**config.mk**
```make
export PLATFORM = sky130hd
export DESIGN_NAME = length_prefixed_frame_parser_flat
export DESIGN_NICKNAME = d
export VERILOG_FILES = /design/src/sv/lpf_pkg.sv /design/src/sv/lpf_byte_if.sv /design/src/sv/lpf_result_if.sv /design/src/sv/length_prefixed_frame_parser.sv /design/src/flat_wrapper.sv
export SDC_FILE = /design/constraint.sdc
export NUM_CORES = 1
export LEC_CHECK = 0
export BUFFER_PORTS_ARGS = -buffer_cell sky130_fd_sc_hd__buf_4
export CAP_MARGIN = 15
export CORE_MARGIN = 4
export CORE_UTILIZATION = 46
export CTS_CLUSTER_DIAMETER = 50
export DETAILED_ROUTE_END_ITERATION = 6
export GPL_ROUTABILITY_DRIVEN = 0
export MAX_ROUTING_LAYER = met4
export PLACE_DENSITY = 0.68
export SLEW_MARGIN = 15
export SYNTH_ARGS = -nofsm -noshare
export SYNTH_HDL_FRONTEND = slang
export SYNTH_SLANG_ARGS = --single-unit
export TNS_END_PERCENT = 50
```
**constraint.sdc**
```tcl
create_clock -name clk -period 20.8 [get_ports clk]
set_input_delay 2.08 -clock clk [delete_from_list [all_inputs] [get_ports clk]]
set_output_delay 2.08 -clock clk [all_outputs]
set_load 0.01 [all_outputs]
```
**src/sv/lpf_pkg.sv**
```systemverilog
// ----------------------------------------------------------------------------
// lpf_pkg
// Shared types and constants for the length-prefixed frame parser.
// ----------------------------------------------------------------------------
package lpf_pkg;

  localparam int unsigned BYTE_W        = 8;
  localparam int unsigned LEN_W         = 16;
  localparam int unsigned CTR_W         = 64;
  localparam int unsigned KIND_W        = 3;
  localparam int unsigned COUNTER_BYTES = 8;

  localparam int unsigned TAG_BYTES_DEF   = 16;
  localparam int unsigned MAX_PAYLOAD_DEF = 16384;

  localparam logic [LEN_W-1:0] CAPACITY_RESET = 16'd16384;

  localparam int unsigned APB_ADDR_W = 3;
  localparam int unsigned APB_DATA_W = 32;

  // Register index taken from the word address bit
  localparam logic REG_PAYLOAD_CAPACITY = 1'b0;

  typedef enum logic [KIND_W-1:0] {
    K_HEADER  = 3'd0,
    K_PAYLOAD = 3'd1,
    K_TAG     = 3'd2,
    K_SHORT   = 3'd3,
    K_LONG    = 3'd4,
    K_TRUNC   = 3'd5,
    K_END     = 3'd6
  } kind_t;

  typedef enum logic [5:0] {
    PH_LEN_HI  = 6'b000001,
    PH_LEN_LO  = 6'b000010,
    PH_COUNTER = 6'b000100,
    PH_PAYLOAD = 6'b001000,
    PH_TAG     = 6'b010000,
    PH_HALT    = 6'b100000
  } phase_t;

endpackage

```
**src/sv/lpf_byte_if.sv**
```systemverilog
// ----------------------------------------------------------------------------
// lpf_byte_if
// Byte stream channel: one stream byte and an end-of-stream mark per transfer.
// ----------------------------------------------------------------------------
interface lpf_byte_if
  import lpf_pkg::*;
();
  logic              valid;
  logic              ready;
  logic [BYTE_W-1:0] stream_byte;
  logic              end_of_stream;

  modport source (output valid, output stream_byte, output end_of_stream, input ready);
  modport sink   (input valid, input stream_byte, input end_of_stream, output ready);
endinterface

```
**src/sv/lpf_result_if.sv**
```systemverilog
// ----------------------------------------------------------------------------
// lpf_result_if
// Result channel: one parser event per transfer.
// ----------------------------------------------------------------------------
interface lpf_result_if
  import lpf_pkg::*;
();
  logic              valid;
  logic              ready;
  logic [KIND_W-1:0] kind;
  logic [BYTE_W-1:0] data_byte;
  logic [CTR_W-1:0]  frame_counter;
  logic [LEN_W-1:0]  payload_length;
  logic              frame_last;

  modport source (output valid, output kind, output data_byte, output frame_counter,
                  output payload_length, output frame_last, input ready);
  modport sink   (input valid, input kind, input data_byte, input frame_counter,
                  input payload_length, input frame_last, output ready);
endinterface

```
**src/sv/length_prefixed_frame_parser.sv**
```systemverilog
// ----------------------------------------------------------------------------
// length_prefixed_frame_parser
// Splits a byte stream into frames of a 16-bit big-endian body length, a
// 64-bit big-endian counter, the payload and a TAG_BYTES tag. Reports the
// counter and payload length once the counter is in, passes payload and tag
// bytes with the last tag byte marked, and flags short bodies, over-long
// payloads, truncation and clean ends. A framing error halts the parser until
// reset; input is still taken and dropped. One byte is taken every cycle while
// the result register is free: each byte is parsed into one result register,
// and a new byte is taken whenever that register is empty or being drained in
// the same cycle, so stream ready follows result ready combinationally.
// payload_capacity sits at byte address 0 of the APB port.
// ----------------------------------------------------------------------------
module length_prefixed_frame_parser
  import lpf_pkg::*;
#(
  parameter int unsigned TAG_BYTES   = TAG_BYTES_DEF,
  parameter int unsigned MAX_PAYLOAD = MAX_PAYLOAD_DEF
) (
  input  logic                  clk,
  input  logic                  rst,
  lpf_byte_if.sink              stream,
  lpf_result_if.source          result,
  input  logic                  psel,
  input  logic                  penable,
  input  logic                  pwrite,
  input  logic [APB_ADDR_W-1:0] paddr,
  input  logic [APB_DATA_W-1:0] pwdata,
  output logic [APB_DATA_W-1:0] prdata,
  output logic                  pready
);

  localparam logic [LEN_W-1:0] MIN_BODY    = LEN_W'(COUNTER_BYTES + TAG_BYTES);
  localparam logic [LEN_W-1:0] TAG_LEN     = LEN_W'(TAG_BYTES);
  localparam logic [LEN_W-1:0] MAX_PLEN    = LEN_W'(MAX_PAYLOAD);
  localparam logic [LEN_W-1:0] CTR_LEN     = LEN_W'(COUNTER_BYTES);

  // Configuration
  logic [LEN_W-1:0] payload_capacity;

  // Parser state
  phase_t            phase, phase_next;
  logic [LEN_W-1:0]  byte_index, byte_index_next;
  logic [BYTE_W-1:0] len_hi, len_hi_next;
  logic [LEN_W-1:0]  payload_len, payload_len_next;
  logic [CTR_W-1:0]  counter_shift, counter_shift_next;

  // Result register
  logic              res_valid;
  kind_t             res_kind, res_kind_next;
  logic [BYTE_W-1:0] res_data, res_data_next;
  logic [CTR_W-1:0]  res_ctr, res_ctr_next;
  logic [LEN_W-1:0]  res_plen, res_plen_next;
  logic              res_last, res_last_next;
  logic              emit;

  logic              in_fire;
  logic [LEN_W-1:0]  body_word;
  logic [LEN_W-1:0]  plen_calc;
  logic [LEN_W-1:0]  idx_inc;
  logic [CTR_W-1:0]  ctr_shifted;

  assign stream.ready = !res_valid || result.ready;
  assign in_fire      = stream.valid && stream.ready;

  assign body_word   = {len_hi, stream.stream_byte};
  assign plen_calc   = body_word - MIN_BODY;
  assign idx_inc     = byte_index + LEN_W'(1);
  assign ctr_shifted = {counter_shift[CTR_W-BYTE_W-1:0], stream.stream_byte};

  always_comb begin
    phase_next         = phase;
    byte_index_next    = byte_index;
    len_hi_next        = len_hi;
    payload_len_next   = payload_len;
    counter_shift_next = counter_shift;
    emit               = 1'b0;
    res_kind_next      = K_END;
    res_data_next      = '0;
    res_ctr_next       = '0;
    res_plen_next      = '0;
    res_last_next      = 1'b0;

    if (phase != PH_HALT && stream.end_of_stream) begin
      emit = 1'b1;
      if (phase == PH_LEN_HI) begin
        res_kind_next = K_END;
      end else begin
        res_kind_next = K_TRUNC;
        phase_next    = PH_HALT;
      end
    end else begin
      case (phase)
        PH_LEN_HI: begin
          len_hi_next = stream.stream_byte;
          phase_next  = PH_LEN_LO;
        end
        PH_LEN_LO: begin
          if (body_word < MIN_BODY) begin
            emit          = 1'b1;
            res_kind_next = K_SHORT;
            phase_next    = PH_HALT;
          end else if (plen_calc > payload_capacity || plen_calc > MAX_PLEN) begin
            emit          = 1'b1;
            res_kind_next = K_LONG;
            phase_next    = PH_HALT;
          end else begin
            payload_len_next   = plen_calc;
            counter_shift_next = '0;
            byte_index_next    = '0;
            phase_next         = PH_COUNTER;
          end
        end
        PH_COUNTER: begin
          counter_shift_next = ctr_shifted;
          byte_index_next    = idx_inc;
          if (idx_inc >= CTR_LEN) begin
            byte_index_next = '0;
            phase_next      = (payload_len != '0) ? PH_PAYLOAD : PH_TAG;
            emit            = 1'b1;
            res_kind_next   = K_HEADER;
            res_ctr_next    = ctr_shifted;
            res_plen_next   = payload_len;
          end
        end
        PH_PAYLOAD: begin
          byte_index_next = idx_inc;
          if (idx_inc >= payload_len) begin
            byte_index_next = '0;
            phase_next      = PH_TAG;
          end
          emit          = 1'b1;
          res_kind_next = K_PAYLOAD;
          res_data_next = stream.stream_byte;
        end
        PH_TAG: begin
          byte_index_next = idx_inc;
          emit            = 1'b1;
          res_kind_next   = K_TAG;
          res_data_next   = stream.stream_byte;
          if (idx_inc >= TAG_LEN) begin
            byte_index_next = '0;
            phase_next      = PH_LEN_HI;
            res_last_next   = 1'b1;
          end
        end
        default: begin
          // halted: drop everything
          emit = 1'b0;
        end
      endcase
    end
  end

  always_ff @(posedge clk) begin
    if (rst) begin
      phase         <= PH_LEN_HI;
      byte_index    <= '0;
      len_hi        <= '0;
      payload_len   <= '0;
      counter_shift <= '0;
      res_valid     <= 1'b0;
    end else begin
      if (in_fire) begin
        phase         <= phase_next;
        byte_index    <= byte_index_next;
        len_hi        <= len_hi_next;
        payload_len   <= payload_len_next;
        counter_shift <= counter_shift_next;
        res_valid     <= emit;
      end else if (result.ready) begin
        res_valid <= 1'b0;
      end
    end
  end

  always_ff @(posedge clk) begin
    if (in_fire && emit) begin
      res_kind <= res_kind_next;
      res_data <= res_data_next;
      res_ctr  <= res_ctr_next;
      res_plen <= res_plen_next;
      res_last <= res_last_next;
    end
  end

  assign result.valid          = res_valid;
  assign result.kind           = res_kind;
  assign result.data_byte      = res_data;
  assign result.frame_counter  = res_ctr;
  assign result.payload_length = res_plen;
  assign result.frame_last     = res_last;

  // APB register port
  always_ff @(posedge clk) begin
    if (rst) begin
      payload_capacity <= CAPACITY_RESET;
    end else if (psel && penable && pwrite && pready
                 && paddr[APB_ADDR_W-1] == REG_PAYLOAD_CAPACITY) begin
      payload_capacity <= pwdata[LEN_W-1:0];
    end
  end

  assign pready = 1'b1;
  assign prdata = (paddr[APB_ADDR_W-1] == REG_PAYLOAD_CAPACITY)
                  ? {{(APB_DATA_W-LEN_W){1'b0}}, payload_capacity} : '0;

  // Checks
  a_result_from_transfer: assert property (@(posedge clk) disable iff (rst)
    $rose(res_valid) |-> $past(in_fire))
    else $error("result appeared without a stream transfer");

  a_halt_sticks: assert property (@(posedge clk) disable iff (rst)
    phase == PH_HALT |=> phase == PH_HALT)
    else $error("parser left the halted state without reset");

  a_last_only_on_tag: assert property (@(posedge clk) disable iff (rst)
    res_valid && res_last |-> res_kind == K_TAG)
    else $error("frame_last on a result that is not the closing tag byte");

  a_counter_index: assert property (@(posedge clk) disable iff (rst)
    phase == PH_COUNTER |-> byte_index < CTR_LEN)
    else $error("counter byte index out of range");

endmodule
```
**src/flat_wrapper.sv**
```systemverilog
// flat-port wrapper written by rule: the top's interface ports become plain ports
module length_prefixed_frame_parser_flat import lpf_pkg::*;
#(
  parameter int unsigned TAG_BYTES   = TAG_BYTES_DEF,
  parameter int unsigned MAX_PAYLOAD = MAX_PAYLOAD_DEF
)
  (clk, rst, psel, penable, pwrite, paddr, pwdata, prdata, pready, stream_valid, stream_stream_byte, stream_end_of_stream, stream_ready, result_valid, result_kind, result_data_byte, result_frame_counter, result_payload_length, result_frame_last, result_ready);
  lpf_byte_if stream_i ();
  lpf_result_if result_i ();
  input  logic clk;
  input  logic rst;
  input  logic psel;
  input  logic penable;
  input  logic pwrite;
  input  logic [APB_ADDR_W-1:0] paddr;
  input  logic [APB_DATA_W-1:0] pwdata;
  output logic [APB_DATA_W-1:0] prdata;
  output logic pready;
  input wire logic [$bits(stream_i.valid)-1:0] stream_valid;
  input wire logic [$bits(stream_i.stream_byte)-1:0] stream_stream_byte;
  input wire logic [$bits(stream_i.end_of_stream)-1:0] stream_end_of_stream;
  output wire logic [$bits(stream_i.ready)-1:0] stream_ready;
  output wire logic [$bits(result_i.valid)-1:0] result_valid;
  output wire logic [$bits(result_i.kind)-1:0] result_kind;
  output wire logic [$bits(result_i.data_byte)-1:0] result_data_byte;
  output wire logic [$bits(result_i.frame_counter)-1:0] result_frame_counter;
  output wire logic [$bits(result_i.payload_length)-1:0] result_payload_length;
  output wire logic [$bits(result_i.frame_last)-1:0] result_frame_last;
  input wire logic [$bits(result_i.ready)-1:0] result_ready;
  assign stream_i.valid = stream_valid;
  assign stream_i.stream_byte = stream_stream_byte;
  assign stream_i.end_of_stream = stream_end_of_stream;
  assign stream_ready = stream_i.ready;
  assign result_valid = result_i.valid;
  assign result_kind = result_i.kind;
  assign result_data_byte = result_i.data_byte;
  assign result_frame_counter = result_i.frame_counter;
  assign result_payload_length = result_i.payload_length;
  assign result_frame_last = result_i.frame_last;
  assign result_i.ready = result_ready;
  length_prefixed_frame_parser #(.TAG_BYTES(TAG_BYTES), .MAX_PAYLOAD(MAX_PAYLOAD)) u_core (.clk(clk), .rst(rst), .stream(stream_i), .result(result_i), .psel(psel), .penable(penable), .pwrite(pwrite), .paddr(paddr), .pwdata(pwdata), .prdata(prdata), .pready(pready));
endmodule
```
### After elaboration in Yosys (flattened, before gate mapping)

Cells that the tools add are included.
W data, S select, Z words.

| cells by class | value |
|---|---|
| mux-type cells | 33 |
| $add $sub $neg | 2 |
| equal/unequal tests | 12 |
| bitwise logic cells | 8 |
| reduce and logical (&&, ||, !) cells | 23 |
| magnitude comparators | 6 |

Operator list:

| cell | count |
|---|---|
| $mux W56 | 2 |
| $pmux W56 S2 | 1 |
| $mux W16 | 6 |
| $pmux W16 S4 | 1 |
| $mux W6 | 7 |
| $pmux W6 S5 | 1 |
| $add A16 B1 Y16 const B | 1 |
| $ge A16 B16 Y1 | 1 |
| $ge A16 B4 Y1 const B | 1 |
| $ge A16 B5 Y1 const B | 1 |
| $gt A16 B15 Y1 const B | 1 |
| $gt A16 B16 Y1 | 1 |
| $lt A16 B5 Y1 const B | 1 |
| $reduce_bool A16 Y1 | 1 |
| $sub A16 B5 Y16 const B | 1 |
| $reduce_and A5 Y1 | 3 |
| $pmux W3 S4 | 1 |
| $mux W3 | 3 |
| $ne A3 B1 Y1 const B | 3 |
| $not A1 Y1 | 8 |
| $mux W1 | 7 |
| $eq A6 B1 Y1 const B | 1 |
| $eq A6 B2 Y1 const B | 1 |
| $eq A6 B3 Y1 const B | 1 |
| other kinds (17) | 29 |

| word-level totals | value |
|---|---|
| register bits | 211 |
| logic and storage cells | 96 |

### Depth between registers and ports, before layout

| logic depth | value |
|---|---|
| depth in word-level cells | 8 |
| gate-level depth with buffers | 17 |

### Worst setup path after synthesis

OpenSTA, ideal clock, no wires.

| timing path | value |
|---|---|
| kind | in2reg |
| start point | in stream_stream_byte[5] |
| end point | reg u_core.res_data[0], in the netlist u_core.result.data_byte[0] (enable) |
| stages on the path | 15 |
| setup time | 0.543 ns |
| arrival | 8.716 ns |
| path slack | 11.540 ns |
| cell sequence | buf_2 -> nor4_2 -> nand2_1 -> or4_1 -> xor2_1 -> inv_1 -> ha_1 -> and4_1 -> nand3_1 -> a21oi_1 -> a2111oi_2 -> o221a_2 -> nor2_1 -> nor4_1 -> nor2_1 |

| between the ends | value |
|---|---|
| word-level cells in the longest chain between the ends | 8 |

Ends and longest elaborated chain:

| item | RTL line | RTL |
|---|---|---|
| start: declaration | flat_wrapper.sv:20 | `input wire logic [$bits(stream_i.stream_byte)-1:0] stream_stream_byte;` |
| $sub A16 B5 Y16 (*) | length_prefixed_frame_parser.sv:67 | `assign plen_calc = body_word - MIN_BODY;` |
| via u_core.plen_calc[14] | length_prefixed_frame_parser.sv:59 | `logic [LEN_W-1:0] plen_calc;` |
| $gt A16 B16 Y1 / $gt A16 B15 Y1 (equally long branches) | length_prefixed_frame_parser.sv:103 | `end else if (plen_calc > payload_capacity \|\| plen_calc > MAX_PLEN) begin` |
| $logic_or A1 B1 Y1 (*) | length_prefixed_frame_parser.sv:103 |  |
| $mux W1 (*) | length_prefixed_frame_parser.sv:103 |  |
| $mux W1 (*) | length_prefixed_frame_parser.sv:99 | `if (body_word < MIN_BODY) begin` |
| $pmux W1 S3 (*) | length_prefixed_frame_parser.sv:93 | `case (phase)` |
| $mux W1 (*) | length_prefixed_frame_parser.sv:84 | `if (phase != PH_HALT && stream.end_of_stream) begin` |
| $logic_and A1 B1 Y1 (*) | length_prefixed_frame_parser.sv:178 | `if (in_fire && emit) begin` |
| end signal: assignment | length_prefixed_frame_parser.sv:180 | `res_data <= res_data_next;` |
| end: declaration | length_prefixed_frame_parser.sv:51 | `logic [BYTE_W-1:0] res_data, res_data_next;` |

The timed path passes the listed nets; every way through them passes the cells marked *.
A chain may end at the register's enable or synchronous reset.

### Worst setup path in the final report

| timing path | value |
|---|---|
| start point | in stream_stream_byte[7] |
| end point | reg u_core.res_plen[6], in the netlist u_core.result.payload_length[6] (enable) |

| between the ends | value |
|---|---|
| word-level cells in the longest chain between the ends | 8 |

Ends and longest elaborated chain:

| item | RTL line | RTL |
|---|---|---|
| $sub A16 B5 Y16 (*) | length_prefixed_frame_parser.sv:67 |  |
| via u_core.plen_calc[14] | length_prefixed_frame_parser.sv:59 |  |
| $gt A16 B16 Y1 / $gt A16 B15 Y1 (equally long branches) | length_prefixed_frame_parser.sv:103 |  |
| $logic_or A1 B1 Y1 (*) | length_prefixed_frame_parser.sv:103 |  |
| $mux W1 (*) | length_prefixed_frame_parser.sv:103 |  |
| $mux W1 (*) | length_prefixed_frame_parser.sv:99 |  |
| $pmux W1 S3 (*) | length_prefixed_frame_parser.sv:93 |  |
| $mux W1 (*) | length_prefixed_frame_parser.sv:84 |  |
| $logic_and A1 B1 Y1 (*) | length_prefixed_frame_parser.sv:178 |  |
| end signal: assignment | length_prefixed_frame_parser.sv:182 | `res_plen <= res_plen_next;` |
| end: declaration | length_prefixed_frame_parser.sv:53 | `logic [LEN_W-1:0] res_plen, res_plen_next;` |

Marked as above.

==> summary.md <==
| Metric | Value |
|---|---|
| Max_slew headroom | 26.2% |
| RR Endpoint | u_core.result.payload_length[6]$_SDFFCE_PP0P_ |
| Slowest CP cell | buf_6 |
| DR DRC count | 0 |
| Initial antenna violation count | 0 |
| Core Footprint | 20400 um2 |
| Die W | 153 um |
| Starting Density | about 47% |
| Dpl hpwl | 14800 um |
| Clock sink count | ~210 |
| Post-synth top area share | ~29% |
| Pint | approximately 0.74 mW |
| Combinational fraction of design power | between 7 and 8% |
| Global-route wire length before repair | ~35000 um |
| Post-CTS sizing | 0 |
| Leakage dissipation | around 4.7 nW |
| Hold crit path type | register to register |
| Setup TNS | 0 ns |
| Synth warn | 0 |
| Max cap viols | 0 |
| Antenna cells | 0 |
| CP peak stage delay | slightly below 0.6 ns |
| Mean area per synthesized cell | about 11 um2 |
| Design Area, Final | between 10000 and 15000 um2 |
| Reg clk slew, reported paths | about 0.060 ns |
| Crit path kind | primary input to register |
| Unique cell type count in the Yosys netlist | 74 |
| Fmax | about 160 MHz |
| Worst Tran Pin Value | roughly 1.1 ns |
| Crit path to | u_core.result.payload_length[6]$_SDFFCE_PP0P_ |
| Reg2reg path depth | 15 |
| Post-route setup slack | approximately 15 ns |
| Placed instance count | between 1000 and 1500 |
| Seq pwr share | a little under half |
| Crit-path cells | buf_4 > nor4_2 > nand2_1 > or4_1 > xor2_1 > inv_1 > ha_1 > and4_1 > nand3_1 > a21oi_1 > a2111oi_2 > o221a_2 > nor2_1 > nor4_1 > nor2_4 > buf_6 |
| Post-CTS Setup Bufs | 0 |
| H-tree Lvls | 1 |
| Overall routed net length | 21500 um |
| Final core utilization | a little under three fifths |
| Finished Layout Cells | ~1300 |
| Most frequent cells in the layout | buf_4 (146), dfxtp_1 (119), edfxtp_1 (92) |
| DRT iter0 DRCs | 313 |
| Clock root cell | clkbuf_16 |
| Pins Over Slew Limit | 0 |
| Vias in the first global route | between 6000 and 7000 |
| RSZ-0062 raised after global routing | false |
| Peak supply drop | approximately 0.000056 V |
| P_sw | around 0.22 mW |
| Die Ht | approximately 150 um |
| WP data arrival | 6.25 ns |
| Dpl cell area | ~11000 um2 |
| Longest Clk Path Bufs | 3 |
| Crit path time final | between 6 and 7 ns |
| P&R area growth vs syn | 20.4% |
| Worst-skew pair later-pin latency | 0.51 ns |
| Asr flop ratio synth | 0% |
| NumNets Final | 1088 |
| Final setup fails | 0 |
| Top_reg_cell synth | dfxtp_1 |
| IO Count | 178 |
| Gr usage total | between 15 and 20% |
| Clock share of power | a little under half |
| Final Hold Fails | 0 |
| FILL cells | about 1800 |
| Hold slack | ~0.45 ns |
| CP required | ~21 ns |
| Vias | ~6800 |
| DP Worst Slack | 13.92 ns |
| Top cells by area, synth | edfxtp_1 (29%), dfxtp_1 (25%), and2_1 (5.8%), a22o_1 (5.7%), ha_1 (4.4%) |
| Crit Path Max Fanout | 92 |
| CTS Hold Buffers Added | 0 |
| WP depth | 16 |
| Commonest non-fill, non-tap cell in the layout | buf_4 |
| # rows | 52 |
| Period utilisation layout | a little under 30% |
| I/O Buffers | roughly 140 |
| Reg2reg start | u_core.len_hi[0]$_SDFFE_PP0P_ |
| Skew final | 0.0120 ns |
| Routed length per placed instance | 16.7 um |
| Setup crit start | stream_stream_byte[7] |
| CTS tree | yes |
| Die area | around 23000 um2 |
| Internal reg-to-reg setup slack | between 15 and 20 ns |
| Synth Register Bits | around 210 |
| Total chip power | 0.951 mW |
| Num CTS Buffers | 24 |
| Largest net degree at the start of global routing | 93 |
| Mapped Area | roughly 9700 um2 |
| Leading area contributor after synthesis | edfxtp_1 |
| CP Buf/Inv Count | 3 |
| Family with the most delay on the worst path | simple AND/OR/NAND/NOR gates |
| Synthesized instance count | just under 900 |
| Layout cells sized above 1 | between 20% and 30% |
| Antenna Nets Post-Route | 0 |
| Net Sw Frac | 22.7% |
| GR Overflow Total | 0 |
| Register area share after synthesis | 53.3% |
| Number of vias per cell | 5.30 |
| CP endpoint kind | register |
| Critical path startpoint category | primary input |
| PwrDens | approximately 82 nW/um2 |
| Hold_sp | u_core.payload_capacity[6]$_SDFFE_PP0P_ |
| Total iterations of the first detailed-routing run | 5 |
| EDFF count, synth | 92 |
| Status | completed |
==> worst register-to-register path, delay by kind of cell, from the launching register on <==
kind	cells	cell delay, ns
compound gates	3	0.64
flops	1	0.35
simple gates	8	1.97
buf+inv	2	0.69
xor+xnor	1	0.33
fa+ha+maj	1	0.30
==> kinds of logic (layout without fill, tap and decap cells) <==
kind of cell / count (synthesis) / in the layout / synth area share (%)
AO/OA/AOI/OAI: 168 / 168 / 13.6
XOR/XNOR: 27 / 27 / 2.45
adder cells (fa/ha/maj): 34 / 34 / 4.41
buffers and inverters: 111 / 234 / 5.69
flip-flops: 211 / 211 / 53.3
multiplexers: 24 / 24 / 2.49
other: 2 / 17 / 0.0778
AND/OR/NAND/NOR: 306 / 306 / 18.0
==> cell type report <==
class / count / area (um2) / share of cell area (%)
well taps: 270 / 338 / 2.91
clock inverters: 13 / 165 / 1.42
clock buffers: 31 / 658 / 5.66
flip-flops and latches: 211 / 5140 / 44.3
repair buffers: 147 / 1110 / 9.53
inverters: 43 / 161 / 1.39
multi-input cells: 576 / 4050 / 34.8
==> power groups by stage <==
| stage | clock (mW) | sequential, mW | combinational (mW) |
|---|---|---|---|
| final | 0.432 | 0.448 | 0.0709 |
| after CTS | 0.439 | 0.448 | 0.0714 |
| after detailed placement | 0 | 0.457 | 0.0709 |
| after global placement | 0 | 0.457 | 0.0699 |
| after floorplan | 0 | 0.461 | 0.0419 |
| after global routing | 0.461 | 0.449 | 0.0781 |
==> per-layer routing <==
layer  up-vias  routed length (um)  track usage (%)
met5         -                   0                -
met4         0                 416             4.67
met3        29                1180             2.88
met2       212                9760             28.5
met1      3215               10200             25.5
li1       3381                   -                -
==> how the worst min path moves through the flow <==
stage,end,cells past startpoint,slack [ns]
2_1_floorplan,u_core.counter_shift[48]$_SDFFE_PP0P_,1,0.43
3_3_place_gp,u_core.payload_capacity[9]$_SDFFE_PP0P_,2,0.44
3_5_place_dp,u_core.payload_capacity[10]$_SDFFE_PP0P_,2,0.45
4_1_cts,u_core.payload_capacity[13]$_SDFFE_PP0P_,2,0.45
5_1_grt,u_core.payload_capacity[10]$_SDFFE_PP0P_,2,0.47
6_report,u_core.payload_capacity[6]$_SDFFE_PP0P_,2,0.45
==> registers in the layout, summed over array words and instances, names as in the netlist <==
signal	count
u_core.payload_capacity	16
u_core.len_hi	8
u_core.result.frame_counter	64
u_core.result.payload_length	16
u_core.result.data_byte	8
u_core.result.kind	3
u_core.phase	6
u_core.result.valid	1
u_core.result.frame_last	1
u_core.counter_shift	56
u_core.byte_index	16
u_core.payload_len	16
==> cell usage after synthesis, drive strengths merged (2+ instances only) <==
cell type and number:
a22o 63, or3 6, and2 89, nor2 59, buf 37, clkbuf 31
a221o 2, ha 34, a2bb2oi 2, nand4 6, o21a 3, o221a 2
xnor2 10, inv 43, nor4 11, edfxtp 92, o21bai 2, nor2b 7
and4 7, nand2b 5, conb 2, nor4b 2, or2 3, and4b 3
o41ai 2, nand3 12, a2111oi 4, xor2 17, o31ai 2, nand4b 3
nor3b 3, and3 2, mux2i 24, a21oi 35, o211ai 7, o21ai 11
dfxtp 119, a211oi 5, nand3b 3, nor3 16, nand2 62, a21o 11
or4 5, a31oi 4
Power figures use the tool's default switching activity.
